**src/rtl/rtd_pkg.sv**
```systemverilog
// shared constants, types and helpers for the rtd resistance to temperature block
package rtd_pkg;

    // fixed field widths
    localparam int IN_W   = 19;
    localparam int TEMP_W = 21;
    localparam int CODE_W = 3;

    // default parameter values
    localparam int MAX_ITER_DEF = 50;
    localparam int FRAC_DEF     = 10;

    // callendar-van dusen coefficients scaled by 100
    localparam logic signed [63:0] KA     = 64'sd1678602068;   // q32
    localparam logic signed [63:0] KB     = 64'sd16255179905;  // q48, magnitude
    localparam logic signed [63:0] KC     = 64'sd7716273046;   // q64, magnitude
    localparam logic signed [63:0] KA_S16 = KA <<< 16;         // q48

    // q32 temperatures and ohms
    localparam logic signed [63:0] Q32_100  = 64'sd429496729600;
    localparam logic signed [63:0] Q32_M1   = -64'sd4294967296;
    localparam logic signed [63:0] Q32_M100 = -64'sd429496729600;
    localparam logic signed [63:0] Q32_M200 = -64'sd858993459200;
    localparam logic signed [63:0] Q32_850  = 64'sd3650722201600;

    // tolerances and limits
    localparam logic [63:0] RES_TOL   = 64'd4294967;
    localparam logic [63:0] STEP_TOL  = 64'd429496;
    localparam logic [63:0] CHECK_TOL = 64'd429496729;
    localparam logic [63:0] DERIV_MIN = 64'd282;
    localparam logic [63:0] QUOT_CAP  = 64'h4000_0000_0000_0000;
    localparam logic [63:0] INT64_MAX = 64'h7FFF_FFFF_FFFF_FFFF;

    // solution path codes
    typedef enum logic [CODE_W-1:0] {
        CODE_RANGE  = 3'd0,
        CODE_QUAD   = 3'd1,
        CODE_RES    = 3'd2,
        CODE_STEP   = 3'd3,
        CODE_LINEAR = 3'd4
    } t_code;

    // multiplier request: round(a*b / 2^s)
    typedef struct packed {
        logic               start;
        logic signed [63:0] a;
        logic signed [63:0] b;
        logic [5:0]         s;
    } t_mul_req;

    // divider request: floor(n*2^s / d), or integer square root of n
    typedef struct packed {
        logic        start;
        logic        root;
        logic [63:0] n;
        logic [5:0]  s;
        logic [63:0] d;
    } t_div_req;

    // unit response
    typedef struct packed {
        logic        busy;
        logic        done;
        logic [63:0] q;
    } t_unit_rsp;

    // magnitude of a signed 64-bit value
    function automatic logic [63:0] mag64(input logic signed [63:0] v);
        logic [63:0] neg;
        neg = 64'(-v);
        return v[63] ? neg : 64'(v);
    endfunction

endpackage

```
**src/rtl/rtd_div.sv**
```systemverilog
// bit-serial restoring divider with saturation, also runs an integer square root
module rtd_div import rtd_pkg::*; (
    input  logic      i_clk,
    input  logic      i_rst_n,
    input  t_div_req  i_req,
    output t_unit_rsp o_rsp
);

    typedef enum logic [1:0] {
        D_IDLE = 2'b01,
        D_RUN  = 2'b10
    } t_dstate;

    t_dstate     r_state;
    logic        r_root;
    logic [63:0] r_n;     // dividend shifter, or the root's trial bit
    logic [63:0] r_d;
    logic [63:0] r_rem;
    logic [63:0] r_q;
    logic        r_sat;
    logic [6:0]  r_cnt;
    logic        r_done;

    logic [63:0] rem_sh;
    logic        ge;
    logic [63:0] q_div;
    logic [63:0] trial;
    logic        fits;

    // one quotient bit
    assign rem_sh = {r_rem[62:0], r_n[63]};
    assign ge     = (rem_sh >= r_d);
    assign q_div  = {r_q[62:0], ge};

    // one root bit
    assign trial = r_q + r_n;
    assign fits  = (r_rem >= trial);

    always_ff @(posedge i_clk) begin
        if (!i_rst_n) begin
            r_state <= D_IDLE;
            r_done  <= 1'b0;
            r_cnt   <= 7'd0;
        end else begin
            r_done <= 1'b0;
            case (r_state)
                D_IDLE: begin
                    if (i_req.start) begin
                        r_root <= i_req.root;
                        r_d    <= i_req.d;
                        r_q    <= '0;
                        if (i_req.root) begin
                            r_rem <= i_req.n;
                            r_n   <= 64'h4000_0000_0000_0000;
                            r_sat <= 1'b0;
                            r_cnt <= 7'd32;
                        end else begin
                            r_rem <= '0;
                            r_n   <= i_req.n;
                            r_sat <= (i_req.d == 64'd0) || i_req.d[63];
                            r_cnt <= 7'd64 + {1'b0, i_req.s};
                        end
                        r_state <= D_RUN;
                    end
                end
                D_RUN: begin
                    if (r_root) begin
                        if (fits) begin
                            r_rem <= r_rem - trial;
                            r_q   <= (r_q >> 1) + r_n;
                        end else begin
                            r_q <= r_q >> 1;
                        end
                        r_n <= r_n >> 2;
                    end else begin
                        r_rem <= ge ? (rem_sh - r_d) : rem_sh;
                        r_q   <= q_div;
                        r_n   <= r_n << 1;
                        if (q_div > QUOT_CAP) begin
                            r_sat <= 1'b1;
                        end
                    end
                    r_cnt <= r_cnt - 7'd1;
                    if (r_cnt == 7'd1) begin
                        r_done  <= 1'b1;
                        r_state <= D_IDLE;
                    end
                end
                default: begin
                    r_state <= D_IDLE;
                end
            endcase
        end
    end

    assign o_rsp.busy = (r_state != D_IDLE);
    assign o_rsp.done = r_done;
    assign o_rsp.q    = r_sat ? QUOT_CAP : r_q;

endmodule

```
**config.mk**
```make
export PLATFORM = sky130hd
export DESIGN_NAME = rtd_div
export DESIGN_NICKNAME = d
export VERILOG_FILES = /design/src/rtl/rtd_pkg.sv /design/src/rtl/rtd_div.sv
export SDC_FILE = /design/constraint.sdc
export NUM_CORES = 1
export LEC_CHECK = 0
export ABC_AREA = 0
export BUFFER_PORTS_ARGS = -buffer_cell sky130_fd_sc_hd__clkbuf_2
export CORE_ASPECT_RATIO = 1.2
export CORE_MARGIN = 2
export CORE_UTILIZATION = 35
export DETAILED_ROUTE_END_ITERATION = 7
export HOLD_SLACK_MARGIN = 0.03
export PLACE_DENSITY = 0.54
export SLEW_MARGIN = 20
export SYNTH_ARGS = -nofsm -noshare
export SYNTH_HDL_FRONTEND = slang
export SYNTH_SLANG_ARGS = --single-unit
```
**constraint.sdc**
```tcl
create_clock -name i_clk -period 13.42 [get_ports i_clk]
set_input_delay 0.671 -clock i_clk [delete_from_list [all_inputs] [get_ports i_clk]]
set_output_delay 0.671 -clock i_clk [all_outputs]
set_load 0.03 [all_outputs]
```
* Yosys cells after proc, flatten, opt, wreduce, memory -nomap -nowiden *
Index checks and enable logic that the tools add are counted.

storage, ports and cells
  bits in registers = 268
  bits in latches = 0
  RAM bits = 0
  ROM bits = 0
  output and inout port bits = 66
  logic and storage cells = 64
  memories kept = 0

operators by class
  add/subtract/negate cells = 6
  multiply operators = 0
  div/mod/pow operators = 0
  order comparisons = 3
  equal/unequal tests = 9
  shift-type cells = 0
  multiplexer cells = 27
  bitwise operators = 0
  reduce and logical (&&, ||, !) cells = 10

operator list
  cell                  count
  $mux 64               12
  $pmux 64 s2           3
  $ge 64x64->1          2
  $sub 64x64->64        2
  $add 63x64->64        1
  $add 64x64->64        1
  $gt 64x63->1 const B  1
  $logic_not 64->1      1
  $mux 7                2
  $pmux 7 s2            1
  $ne 2x2->1 const B    4
  $add 7x6->7 const A   1
  $eq 7x1->1 const B    1
  $sub 7x1->7 const B   1
  $reduce_and 2->1      3
  $reduce_and 3->1      2
  $mux 1                5
  $reduce_and 5->1      1
  $mux 2                2
  $pmux 2 s2            1
  $reduce_and 4->1      1
  $ne 3x3->1 const B    1
  $eq 2x1->1 const B    1
  $eq 2x2->1 const B    1
  other kinds (4)       4

* Logic depth before layout (Yosys ltp) *
  depth after elaboration = 5
  gate-level depth with buffers = 28

* Least setup slack after synthesis *
Ideal clock, no wire load.

  path type = register to register
  start = register r_q[4]
  end = register r_rem[0] (enable)
  library setup time = 0.487 ns
  arrival = 7.236 ns
  slack = 5.698 ns
  cell stages (with the launch flop) = 23
  buffers on the path = 1
  clock period less this slack = 7.722 ns
  path through = edfxtp_1 -> ha_1 -> a2111oi_0 -> o31ai_1 -> nand4_1 -> a31oi_1 -> a31oi_1 -> o21a_1 -> nand3b_1 -> a2111oi_0 -> nor2_1 -> xnor2_1 -> ha_1 -> clkbuf_1 -> nand2_1 -> o21ai_0 -> a211o_1 -> o2111ai_1 -> o211ai_1 -> nor3b_1 -> a21oi_1 -> nor2_1 -> nor2_1

between the ends
  longest elaborated chain between the ends = 4

RTL lines
  item                        RTL line       text
  start, declared             rtd_div.sv:19  logic [63:0] r_q;
  start signal, assigned      rtd_div.sv:70  r_q <= (r_q >> 1) + r_n;
  start signal, assigned      rtd_div.sv:72  r_q <= r_q >> 1;
  start signal, assigned      rtd_div.sv:77  r_q <= q_div;
  $add 64x64->64              rtd_div.sv:36  assign trial = r_q + r_n;
  $ge 64x64->1                rtd_div.sv:37  assign fits = (r_rem >= trial);
  $ne 3x3->1 (no line)        n/a
  $reduce_and 4->1 (no line)  n/a
  end signal, assigned        rtd_div.sv:53  r_rem <= i_req.n;
  end signal, assigned        rtd_div.sv:69  r_rem <= r_rem - trial;
  end signal, assigned        rtd_div.sv:76  r_rem <= ge ? (rem_sh - r_d) : rem_sh;
  end, declared               rtd_div.sv:18  logic [63:0] r_rem;

No other way between the ends.
A chain may end at the register's enable or synchronous reset.

* Worst setup path after layout *
  start = register r_q[4]
  end = register r_rem[3] (enable)

The elaborated chain is that of the path after synthesis.

==> results.tsv <==
stage	metric	value	unit
global_routing	first-pass GRT wire length	171000	um
floorplan	IO Count	204	
sta	fin crit share	55.8	%
sta	Max Clock Freq	134	MHz
cts	Post-CTS Setup Inserts	0	
job	max_cap viols	0	
layout	# fillers	8724	
routing	DR vias	28538	
setup_path	required time of the critical path	13.62	ns
layout	Final nets	4074	
floorplan	Die Height	321	um
cts	H-Tree Level Count	2	
layout	Final Core Density	38.8	%
pwr	Leak	13.1	nW
sta	setup TNS	0	ns
setup_path	CP Launch Point	r_q[4]	
synth	syn avg cell area	8.07	sq um
cts	Clock Pin Slew Worst Setup and Hold Paths	0.06	ns
routing	DRT iter0 DRCs	2400	
layout	fraction of layout cells with a size suffix above 1	9.13	%
global_routing	vias in the first global route	28129	
cts	CTS tree	yes	
sta	final hold violations	0	
setup_path	CP max stage cell	buf_4	
placement	DP HPWL	90000	um
setup_path	reg-to-reg startpoint	r_q[4]	
routing	drc violations	0	
setup_path	Worst Path Max Fanout	64	
routing	wire per inst	23.7	um
synth	Netlist cell types	100	
routing	drt total wl	114000	um
floorplan	Row Count	116	
synth	Post-synth top flop	edfxtp_1	
global_routing	gr ovfl total	0	
sta	fin. max-slew vios	0	
layout	Inserted Diodes	0	
placement	port bufs	203	
synth	Seq/Total Area, Yosys	27.1	%
cts	clk buf depth	3	
sta	RSZ-0062 raised after global routing	false	
hold_path	Hold Path Class	input port to register	
layout	Layout area overhead	10.1	%
sta	relative slew slack	30.6	%
cts	total CTS buffers	36	
global_routing	largest net degree at the start of global routing	80	
sta	fin crit period	7.48	ns
placement	GP Congestion	0.985	
synth	synth top area cells	edfxtp_1 (26%), ha_1 (11%), a21oi_1 (6.3%)	
cts	PostCTS Resize Cnt	0	
synth	Yosys reg bits	268	
synth	top post-synthesis cells by count	a21oi_1 (368), nand2_1 (348), o21ai_0 (325)	
synth	ys async rst share	0	%
setup_path	critical path class	register to register	
synth	top cell type by total area after synthesis	edfxtp_1	
global_routing	initial antenna violation count	4	
cts	clock latency on the worst-skew pair	0.59	ns
setup_path	crit-path leading delay family	compound AO/OA/AOI/OAI gates	
setup_path	crit start category	register	
setup_path	kind of end point of the critical path	register	
hold_path	hold_sp	i_req[36]	
routing	Via density	5.92	
outcome	status	complete, no violations	
setup_path	WP data arrival	7.68	ns
sta	clock skew	0.0180	ns
setup_path	crit-path max cell delay	0.74	ns
synth	Post-Syn Instances	3635	
setup_path	Buf/Inv on CP	2	
routing	drt first pass iters	6	
cts	clock sinks	268	
synth	area share of the largest cell type after synthesis	26.4	%
cts	CTS root buf	clkbuf_16	
sta	Slew @ Worst Pin	1.04	ns
placement	placed cells	4759	
pwr	P per Cell Area	110	mW/mm^2
floorplan	Starting Density	35.3	%
floorplan	Die Width	268	um
synth	EDFF count, synth	258	
setup_path	CP Cell Sequence	ha_1, a2111oi_0, o31ai_1, nand4_1, a31oi_1, a31oi_1, o21a_1, nand3b_1, a2111oi_0, nor2_1, xnor2_1, ha_1, nand2_1, o21ai_0, a211o_1, o2111ai_1, o211ai_1, nor3b_1, a21oi_4, buf_4, nor2_1, nor2_4, buf_4	
layout	non-filler cells in the finished layout	4823	
floorplan	core region area	0.0832	sq mm
global_routing	Global Route Usage Sum	26.0	%
sta	# setup viols final	0	
synth	Mapped Nets	4033	
routing	remaining antenna violation count after routing	0	
synth	Yosys warnings	0	
pwr	IR Drop Worst-Case VDD	0.101	mV
cts	CTS Hold Bufs	0	
floorplan	die area	0.0861	sq mm
synth	mapped cell area	0.0293	sq mm
synth	most instantiated library cell after synthesis	a21oi_1	
layer usage:
| metal | track usage, % | part of all wire [%] | vias up |
|---|---|---|---|
| li1 | - | - | 13683 |
| met1 | 30.8 | 40 | 13650 |
| met2 | 47.0 | 50 | 945 |
| met3 | 2.67 | 5.1 | 260 |
| met4 | 11.5 | 5.0 | 0 |
| met5 | 0 | 0 | - |
worst register-to-register path, stage by stage, from the launching register on:
cell	delay (ns)
edfxtp_1	0.49
ha_1	0.37
a2111oi_0	0.51
o31ai_1	0.24
nand4_1	0.17
a31oi_1	0.17
a31oi_1	0.46
o21a_1	0.23
nand3b_1	0.20
a2111oi_0	0.45
nor2_1	0.16
xnor2_1	0.16
ha_1	0.46
nand2_1	0.08
o21ai_0	0.24
a211o_1	0.17
o2111ai_1	0.15
o211ai_1	0.17
nor3b_1	0.14
a21oi_4	0.17
buf_4	0.55
nor2_1	0.36
nor2_4	0.17
buf_4	0.74
kinds of logic (layout without fill, tap and decap cells):
kind of cell	Yosys count	after routing	share of synthesized area [%]
compound gates	1295	1295	27.9
xor+xnor	226	226	6.75
fa+ha+maj	260	260	11.2
buf+inv	374	441	4.95
flops	268	268	27.1
mux	80	80	2.73
simple gates	1132	1132	19.3
state kept, by name, summed over array words and instances (netlist names):
| register | cells |
|---|---|
| r_sat | 1 |
| r_done | 1 |
| r_n | 64 |
| r_state | 2 |
| r_root | 1 |
| r_cnt | 7 |
| r_d | 64 |
| r_q | 64 |
| r_rem | 64 |
power by group:
part           switching (W)  internal, W
clock network       0.000425     0.000595
logic               0.000934     0.000537
registers          0.0000669     0.000977
final cells by class:
class                   count  area (sq um)  area share (%)
clock inverters            20           224           0.694
clock buffers              44           972            3.01
multi-input cells        2993         20000            61.9
repair buffers            227          1200            3.70
inverters                 150           566            1.75
well taps                1121          1400            4.34
flip-flops and latches    268          7950            24.6
cells in the final DEF (no fill, tap or decap), drive strengths merged, types with 47 or more instances in the layout:
cell	count
nor2b	93
a21o	133
mux2i	79
xnor2	135
nand2	348
nor2	222
a211oi	50
inv	152
o21bai	53
nand3	73
a21oi	370
nand3b	69
a31oi	56
nand4	103
ha	256
edfxtp	258
clkbuf	246
o21ai	358
xor2	91
nor3	47
path summary, 6_finish.rpt:
| check | to | slack, ns | depth (start not counted) |
|---|---|---|---|
| worst max-delay path | r_rem[3] | 5.94 | 23 |
| worst min-delay path | r_d[36] | 0.27 | 1 |
| worst max register to register | r_rem[3] | 5.94 | 23 |
| worst min register to register | r_cnt[5] | 0.47 | 2 |
metrics by stage:
step                power (W)  hold WS [ns]  instance area [sq um]  setup slack [ns]
finish                0.00354         0.275                  32300              5.94
global route          0.00373         0.252                  32300              5.44
CTS                   0.00355         0.236                  32300              6.03
detailed placement    0.00252         0.465                  31100              6.09
global placement      0.00252         0.460                  31100              6.17
floorplan             0.00210         0.426                  29300              5.70
(Power assumes the default switching activity.)
