--- src/rtl/rtd_pkg.sv ---
// shared constants, types and helpers for the rtd resistance to temperature block
package rtd_pkg;

    // fixed field widths
    localparam int IN_W   = 19;
    localparam int TEMP_W = 21;
    localparam int CODE_W = 3;

    // default parameter values
    localparam int MAX_ITER_DEF = 50;
    localparam int FRAC_DEF     = 10;

    // callendar-van dusen coefficients scaled by 100
    localparam logic signed [63:0] KA     = 64'sd1678602068;   // q32
    localparam logic signed [63:0] KB     = 64'sd16255179905;  // q48, magnitude
    localparam logic signed [63:0] KC     = 64'sd7716273046;   // q64, magnitude
    localparam logic signed [63:0] KA_S16 = KA <<< 16;         // q48

    // q32 temperatures and ohms
    localparam logic signed [63:0] Q32_100  = 64'sd429496729600;
    localparam logic signed [63:0] Q32_M1   = -64'sd4294967296;
    localparam logic signed [63:0] Q32_M100 = -64'sd429496729600;
    localparam logic signed [63:0] Q32_M200 = -64'sd858993459200;
    localparam logic signed [63:0] Q32_850  = 64'sd3650722201600;

    // tolerances and limits
    localparam logic [63:0] RES_TOL   = 64'd4294967;
    localparam logic [63:0] STEP_TOL  = 64'd429496;
    localparam logic [63:0] CHECK_TOL = 64'd429496729;
    localparam logic [63:0] DERIV_MIN = 64'd282;
    localparam logic [63:0] QUOT_CAP  = 64'h4000_0000_0000_0000;
    localparam logic [63:0] INT64_MAX = 64'h7FFF_FFFF_FFFF_FFFF;

    // solution path codes
    typedef enum logic [CODE_W-1:0] {
        CODE_RANGE  = 3'd0,
        CODE_QUAD   = 3'd1,
        CODE_RES    = 3'd2,
        CODE_STEP   = 3'd3,
        CODE_LINEAR = 3'd4
    } t_code;

    // multiplier request: round(a*b / 2^s)
    typedef struct packed {
        logic               start;
        logic signed [63:0] a;
        logic signed [63:0] b;
        logic [5:0]         s;
    } t_mul_req;

    // divider request: floor(n*2^s / d), or integer square root of n
    typedef struct packed {
        logic        start;
        logic        root;
        logic [63:0] n;
        logic [5:0]  s;
        logic [63:0] d;
    } t_div_req;

    // unit response
    typedef struct packed {
        logic        busy;
        logic        done;
        logic [63:0] q;
    } t_unit_rsp;

    // magnitude of a signed 64-bit value
    function automatic logic [63:0] mag64(input logic signed [63:0] v);
        logic [63:0] neg;
        neg = 64'(-v);
        return v[63] ? neg : 64'(v);
    endfunction

endpackage

--- src/rtl/rtd_mul.sv ---
// multi-cycle signed 64x64 multiplier with rounded right shift and saturation
module rtd_mul import rtd_pkg::*; (
    input  logic      i_clk,
    input  logic      i_rst_n,
    input  t_mul_req  i_req,
    output t_unit_rsp o_rsp
);

    typedef enum logic [3:0] {
        M_IDLE  = 4'b0001,
        M_PROD  = 4'b0010,
        M_ROUND = 4'b0100,
        M_SHIFT = 4'b1000
    } t_mstate;

    t_mstate      r_state;
    logic [63:0]  r_ua;
    logic [63:0]  r_ub;
    logic         r_neg;
    logic [5:0]   r_s;
    logic [1:0]   r_idx;
    logic [128:0] r_acc;
    logic [63:0]  r_q;
    logic         r_done;

    logic [31:0]  a_sel;
    logic [31:0]  b_sel;
    logic [63:0]  prod;
    logic [6:0]   pp_amt;
    logic [128:0] pp_shift;
    logic [128:0] shifted;
    logic [63:0]  mag_q;

    // one 32x32 partial product per cycle
    assign a_sel    = r_idx[1] ? r_ua[63:32] : r_ua[31:0];
    assign b_sel    = r_idx[0] ? r_ub[63:32] : r_ub[31:0];
    assign prod     = a_sel * b_sel;
    assign pp_amt   = 7'({1'b0, r_idx[1]} + {1'b0, r_idx[0]}) << 5;
    assign pp_shift = 129'(prod) << pp_amt;

    // final shift with saturation of the magnitude
    assign shifted = r_acc >> r_s;
    assign mag_q   = (|shifted[128:63]) ? INT64_MAX : {1'b0, shifted[62:0]};

    // sequencer
    always_ff @(posedge i_clk) begin
        if (!i_rst_n) begin
            r_state <= M_IDLE;
            r_done  <= 1'b0;
            r_idx   <= 2'd0;
        end else begin
            r_done <= 1'b0;
            case (r_state)
                M_IDLE: begin
                    if (i_req.start) begin
                        r_ua    <= mag64(i_req.a);
                        r_ub    <= mag64(i_req.b);
                        r_neg   <= i_req.a[63] ^ i_req.b[63];
                        r_s     <= i_req.s;
                        r_acc   <= '0;
                        r_idx   <= 2'd0;
                        r_state <= M_PROD;
                    end
                end
                M_PROD: begin
                    r_acc <= r_acc + pp_shift;
                    r_idx <= r_idx + 2'd1;
                    if (r_idx == 2'd3) begin
                        r_state <= M_ROUND;
                    end
                end
                M_ROUND: begin
                    r_acc   <= r_acc + (129'(1) << (r_s - 6'd1));
                    r_state <= M_SHIFT;
                end
                M_SHIFT: begin
                    r_q     <= r_neg ? 64'(-mag_q) : mag_q;
                    r_done  <= 1'b1;
                    r_state <= M_IDLE;
                end
                default: begin
                    r_state <= M_IDLE;
                end
            endcase
        end
    end

    assign o_rsp.busy = (r_state != M_IDLE);
    assign o_rsp.done = r_done;
    assign o_rsp.q    = r_q;

endmodule

--- config.mk ---
export PLATFORM = sky130hd
export DESIGN_NAME = rtd_mul
export DESIGN_NICKNAME = d
export VERILOG_FILES = /design/src/rtl/rtd_pkg.sv /design/src/rtl/rtd_mul.sv
export SDC_FILE = /design/constraint.sdc
export NUM_CORES = 2
export LEC_CHECK = 0
export ABC_AREA = 1
export BUFFER_PORTS_ARGS = -buffer_cell sky130_fd_sc_hd__buf_2
export CORE_MARGIN = 8
export CORE_UTILIZATION = 30
export CTS_CLUSTER_DIAMETER = 100
export DETAILED_ROUTE_END_ITERATION = 7
export PLACE_DENSITY_LB_ADDON = 0.3
export RECOVER_POWER = 50
export SLEW_MARGIN = 20
export SYNTH_ARGS = -nofsm -noshare
export SYNTH_HDL_FRONTEND = slang
export SYNTH_SLANG_ARGS = --single-unit
export TNS_END_PERCENT = 100
--- constraint.sdc ---
create_clock -name i_clk -period 10.9 [get_ports i_clk]
set_input_delay 2.725 -clock i_clk [delete_from_list [all_inputs] [get_ports i_clk]]
set_output_delay 2.725 -clock i_clk [all_outputs]
set_load 0.02 [all_outputs]
After elaboration in Yosys (flattened, before gate mapping)
Index checks and enable logic that the tools add are counted.

Bits in registers: 335. Output and inout bits: 66. Input bits: 137.

$mul: 1. Reductions and logical operators: 8. Muxes and demuxes: 14. Shift-type cells: 3. Bitwise operators: 1. Equal/unequal tests: 8. Add/subtract/negate cells: 8.

Operators with widths (count): $pmux W129 S3 (1); $add A129 B129 Y129 (2); $mux W63 (3); $mux W129 (1); $shl A1 B6 Y129 const A (1); $shl A64 B7 Y129 (1); $shr A129 B6 Y129 (1); $neg A64 Y64 (2); $reduce_or A66 Y1 (1); $mul A32 B32 Y64 (1); $mux W32 (2); $mux W64 (1); $neg A63 Y64 (1); $pmux W4 S3 (1); $mux W4 (2); $reduce_and A2 Y1 (3); $reduce_and A3 Y1 (2); $sub A6 B1 Y6 const B (1); $eq A4 B1 Y1 const B (1); $eq A4 B2 Y1 const B (1); $eq A4 B3 Y1 const B (1); $eq A4 B4 Y1 const B (1); $ne A2 B2 Y1 const B (2); $ne A4 B1 Y1 const B (1); other kinds (9) (9).

Longest topological paths before layout
Depth in word-level cells: 5. Mapped depth: 58.

Least setup slack after synthesis
Ideal clock, no wire load.

Kind: flip-flop to flip-flop. Start point: register r_idx[0]. End point: register r_acc[95] (data pin). Slack: 0.826 ns. Period minus slack after synthesis: 10.074 ns. Buffers on the path: 3. Arrival: 9.821 ns. Cell stages (with the launch flop): 50. Cell sequence: dfxtp_1 clkbuf_1 clkbuf_1 nand2_1 o21ai_1 clkbuf_1 nor2_1 fa_1 fa_1 fa_1 inv_1 fa_1 inv_1 fa_1 inv_1 fa_1 inv_1 fa_1 [... 14 more ...] ha_1 nand2_1 nor2_1 inv_1 nor2_1 inv_1 nor3_1 nand2_1 nand2_1 a21oi_1 o21ai_0 a21oi_1 o21ai_0 nand2_1 nand2_1 nand2_1 nand2_1 nor2_1.

Word-level cells in the longest chain between the ends: 5.

RTL lines: from (decl) (line rtd_mul.sv:21) `logic [1:0] r_idx;`; from (signal assigned) (line rtd_mul.sv:67) `r_idx <= r_idx + 2'd1;`; $mux W32 (line rtd_mul.sv:36) `assign b_sel = r_idx[0] ? r_ub[63:32] : r_ub[31:0];`; $mul A32 B32 Y64 (line rtd_mul.sv:37) `assign prod = a_sel * b_sel;`; $shl A64 B7 Y129 (*) (line rtd_mul.sv:39) `assign pp_shift = 129'(prod) << pp_amt;`; $add A129 B129 Y129 (*) (line rtd_mul.sv:66) `r_acc <= r_acc + pp_shift;`; $pmux W129 S3 (*) (line rtd_mul.sv:53) `case (r_state)`; to (signal assigned) (line rtd_mul.sv:66); to (signal assigned) (line rtd_mul.sv:73) `r_acc <= r_acc + (129'(1) << (r_s - 6'd1));`; to (decl) (line rtd_mul.sv:22) `logic [128:0] r_acc;`.

Every way passes the cells marked *; elsewhere a longest branch is shown, timed or not. A chain may end at the register's enable or synchronous reset.

Worst setup path after layout
Start point: register r_idx[1]. End point: register r_acc[110] (data pin).

Word-level cells in the longest chain between the ends: 5.

RTL lines: $mux W32 (line rtd_mul.sv:35) `assign a_sel = r_idx[1] ? r_ua[63:32] : r_ua[31:0];`; $mul A32 B32 Y64 (line rtd_mul.sv:37); $shl A64 B7 Y129 (*) (line rtd_mul.sv:39); $add A129 B129 Y129 (*) (line rtd_mul.sv:66); $pmux W129 S3 (*) (line rtd_mul.sv:53).

Marks and branches as above.

==> results.sh <==
export IMPL_outcome="finished, violations left"
export IMPL_failed_checks="capacitance limit, slew limit"
export IMPL_clock_sink_count=335
export IMPL_top_post_synthesis_cells_by_area="fa_1 (26%), edfxtp_1 (14%), nand2_1 (11%)"
export IMPL_final_layout_size_suffix_gt1_share_pct=20.1
export IMPL_grt_total_usage_pct=25.4
export IMPL_timing_critical_path_slowest_stage_cell="fa_1"
export IMPL_crit_path_start_kind="flop"
export IMPL_vias=73200
export IMPL_fin_setup_tns_ps=0
export IMPL_avgRoutedWirePerCell_um=22.7
export IMPL_synthToLayoutAreaGrowth_pct=28.7
export IMPL_worst_endpoint_required_ps=11280
export IMPL_cts_root_buf="clkbuf_16"
export IMPL_die_height_um=497
export IMPL_fin_crit_sh_pct=98.2
export IMPL_finalHoldViolCount=0
export IMPL_synth_area_leader_cell="fa_1"
export IMPL_min_delay_path_class="flop to flop"
export IMPL_timing_worst_setup_path_type="flop to flop"
export IMPL_wire_length_of_the_first_global_routing_pass_um=478000
export IMPL_ys_async_sr_fraction_pct=0
export IMPL_placement_rows=176
export IMPL_synth_top_cell_area_share_pct=25.8
export IMPL_cp_dominant_cell_by_count="fa_1"
export IMPL_max_cap_violations=7
export IMPL_worst_setup_slack_after_placement_ps=-1020
export IMPL_route_final_wire_length_um=328000
export IMPL_synth_warning_count=0
export IMPL_first_global_vias=73700
export IMPL_maximum_single_stage_delay_on_the_critical_path_ps=600
export IMPL_initial_utilization_pct=30.2
export IMPL_final_area_um2=89500
export IMPL_seq_area_frac_synth_pct=14.4
export IMPL_dieArea_um2=247000
export IMPL_dp_area_um2=85200
export IMPL_highest_net_fanout_along_the_worst_path=12
export IMPL_clock_skew_ps=68.8
export IMPL_timing_critical_path_max_delay_family="adder cells"
export IMPL_tritoncts="built"
export IMPL_synth_cell_types=68
export IMPL_setup_slack_ps=197
export IMPL_worst_setup_hold_path_clk_slew_ps=50
export IMPL_max_slew_violation_total_from_the_final_report=365
export IMPL_detail_route_first_pass_iterations=8
export IMPL_grt_antenna_before_repair=11
export IMPL_hold_buffers=0
export IMPL_die_x_um=497
export IMPL_synthesis_instances=9906
export IMPL_cts_max_path_buffers=3
export IMPL_core_area_um2=230000
export IMPL_h_tree_depth=2
export IMPL_count_of_flip_flops_with_a_built_in_enable_after_synthesis=328
export IMPL_cts_inserted_buffers=48
export IMPL_num_nets_final=12800
export IMPL_maximum_number_of_pins_on_one_net_before_global_route_repair=131
export IMPL_ant_nets=0
export IMPL_achievable_frequency_mhz=93.4
export IMPL_final_count_of_negative_setup_slack_endpoints=0
export IMPL_worstSkewPairLatency_ps=720
export IMPL_detail_route_iter0_violations=6842
export IMPL_max_slew_worst_pin_slew_ps=3250
export IMPL_gp_congestion=1.01
export IMPL_remaining_drc_errors=0
export IMPL_fillCellCount=24400
export IMPL_multiInputGateArea_um2=53300
export IMPL_grt_setup_unrepaired="true"
export IMPL_worst_slew_margin_rel_pct=-117
export IMPL_worstPathBufferInverterCount=19
export IMPL_worst_ep_arrival_time_ps=11090
export IMPL_synth_nets=11300
export IMPL_port_buffer_count=202
export IMPL_dp_final_hpwl_um=280000
export IMPL_finalWorstPathRequiredPeriod_ps=10700
export IMPL_grt_overflow=0
export IMPL_synth_seq_cells=335
export IMPL_synthesis_area_per_instance_um2=7.02
export IMPL_setup_worst_path_end_class="flop"
export IMPL_number_of_ports_placed_on_the_die_boundary=203
export IMPL_area_sequential_um2=10000
export IMPL_post_drt_via_cell_ratio=5.08
export IMPL_mappedNetlistArea_um2=69500
export IMPL_synth_top_flop_cell="edfxtp_1"
-- repair_timing --
action | in CTS | in global routing
pin swaps | 6 | 76
resized for setup | 86 | 493
endpoints found under the setup margin | 65 | 72
setup buffers | 2 | 50
cloned | 0 | 5
-- area by class of cell --
cell class	count	area share (%)
timing repair buffer	1789	15.6
tap	3026	4.23
antenna	3	0.00839
clock inverter	28	0.386
inverter	1792	7.60
sequential	335	11.2
clock buffer	58	1.42
multi-input combinational	7378	59.6
-- final timing paths --
check	start	endpoint	slack [ps]	depth (start not counted)
hold / removal	r_state[1]$_SDFFE_PN0P_	r_state[1]$_SDFFE_PN0P_	680	3
setup reg to reg	r_idx[1]$_SDFFE_PN0P_	r_acc[110]$_SDFFCE_PP0P_	200	54
hold reg to reg	r_state[1]$_SDFFE_PN0P_	r_state[1]$_SDFFE_PN0P_	680	3
setup / recovery	r_idx[1]$_SDFFE_PN0P_	r_acc[110]$_SDFFCE_PP0P_	200	54
-- worst reg2reg max path, delay by kind of cell, from the launching register on --
kind	cells	cell delay, ps
DFF	1	350
adders and majority gates	10	4770
xor gates and xnor gates	1	150
AOI/OAI and AO/OA	7	820
and+or+nand+nor	17	2020
buffers and inverters	19	2310
-- stage by stage --
stage | hold WS [ps] | instances | util [%]
2_1_floorplan | 474 | 9906 | -
3_3_place_gp | 701 | 14300 | 37.0
3_5_place_dp | 714 | 14300 | 37.0
4_1_cts | 720 | 14400 | 37.8
5_1_grt | 726 | 14400 | 38.9
6_report | 681 | 14400 | 38.9
-- Yosys cell counts (all sizes together), types with 13 or more instances --
master / number
nor4: 29
xnor2: 83
xor2: 143
nand4: 91
a31oi: 131
o21ai: 511
o22ai: 52
or2: 25
nor2: 1413
a21boi: 18
buf: 148
o21bai: 13
o21a: 84
fa: 897
inv: 1770
mux2i: 20
nand2: 2100
o211ai: 25
a21oi: 530
ha: 401
nand3: 663
edfxtp: 328
clkbuf: 253
clkinv: 22
o31ai: 15
nor3: 71
-- routing by layer --
layer / vias up / routed length (um) / global-route usage [%]
li1: 34100 / - / -
met1: 35500 / 141000 / 34.1
met2: 2934 / 144000 / 40.4
met3: 571 / 24900 / 4.05
met4: 0 / 18600 / 11.1
met5: - / 0 / 0
-- cells by family (layout without fill, tap and decap cells) --
| family | after synthesis | after routing | synth area share, % |
|---|---|---|---|
| flops | 335 | 335 | 14.4 |
| compound gates | 1428 | 1428 | 11.5 |
| xor+xnor | 226 | 226 | 2.85 |
| other cells | 0 | 3 | 0 |
| buf+inv | 2193 | 3667 | 12.1 |
| fa+ha+maj | 1298 | 1298 | 33.0 |
| simple gates | 4406 | 4406 | 25.9 |
| mux | 20 | 20 | 0.288 |
-- layout by cell type, fill, tap and decap left out, types with 24 or more instances in the layout --
cell | netlist | routed
nand2_2 | 6 | 29
o21a_1 | 84 | 84
inv_1 | 1756 | 1719
a31oi_1 | 131 | 120
a21oi_1 | 528 | 454
nand4_1 | 85 | 85
xnor2_1 | 83 | 81
nand3_1 | 660 | 653
buf_12 | 0 | 72
a21oi_2 | 2 | 67
o21ai_2 | 2 | 74
nor2_1 | 1401 | 1335
inv_2 | 13 | 29
ha_4 | 0 | 27
nand2_1 | 2094 | 2064
buf_2 | 57 | 130
o22ai_1 | 52 | 48
fa_1 | 897 | 887
clkbuf_1 | 253 | 82
o21ai_4 | 0 | 24
o21ai_1 | 101 | 103
o21ai_0 | 408 | 310
nor3_1 | 70 | 63
o211ai_1 | 25 | 25
xor2_1 | 143 | 127
nor2_2 | 10 | 62
ha_1 | 401 | 371
buf_6 | 9 | 26
buf_4 | 13 | 1474
edfxtp_1 | 328 | 328
clkbuf_16 | 0 | 53
-- sequential cells by signal, summed over array words and instances (netlist names) --
name and flops:
r_acc 129, r_done 1, r_idx 2, r_neg 1, r_q 64, r_s 6, r_state 4, r_ua 64
r_ub 64
Power is not shown: default switching activity piles up to over one toggle a cycle in this logic, so the estimate is an artifact.
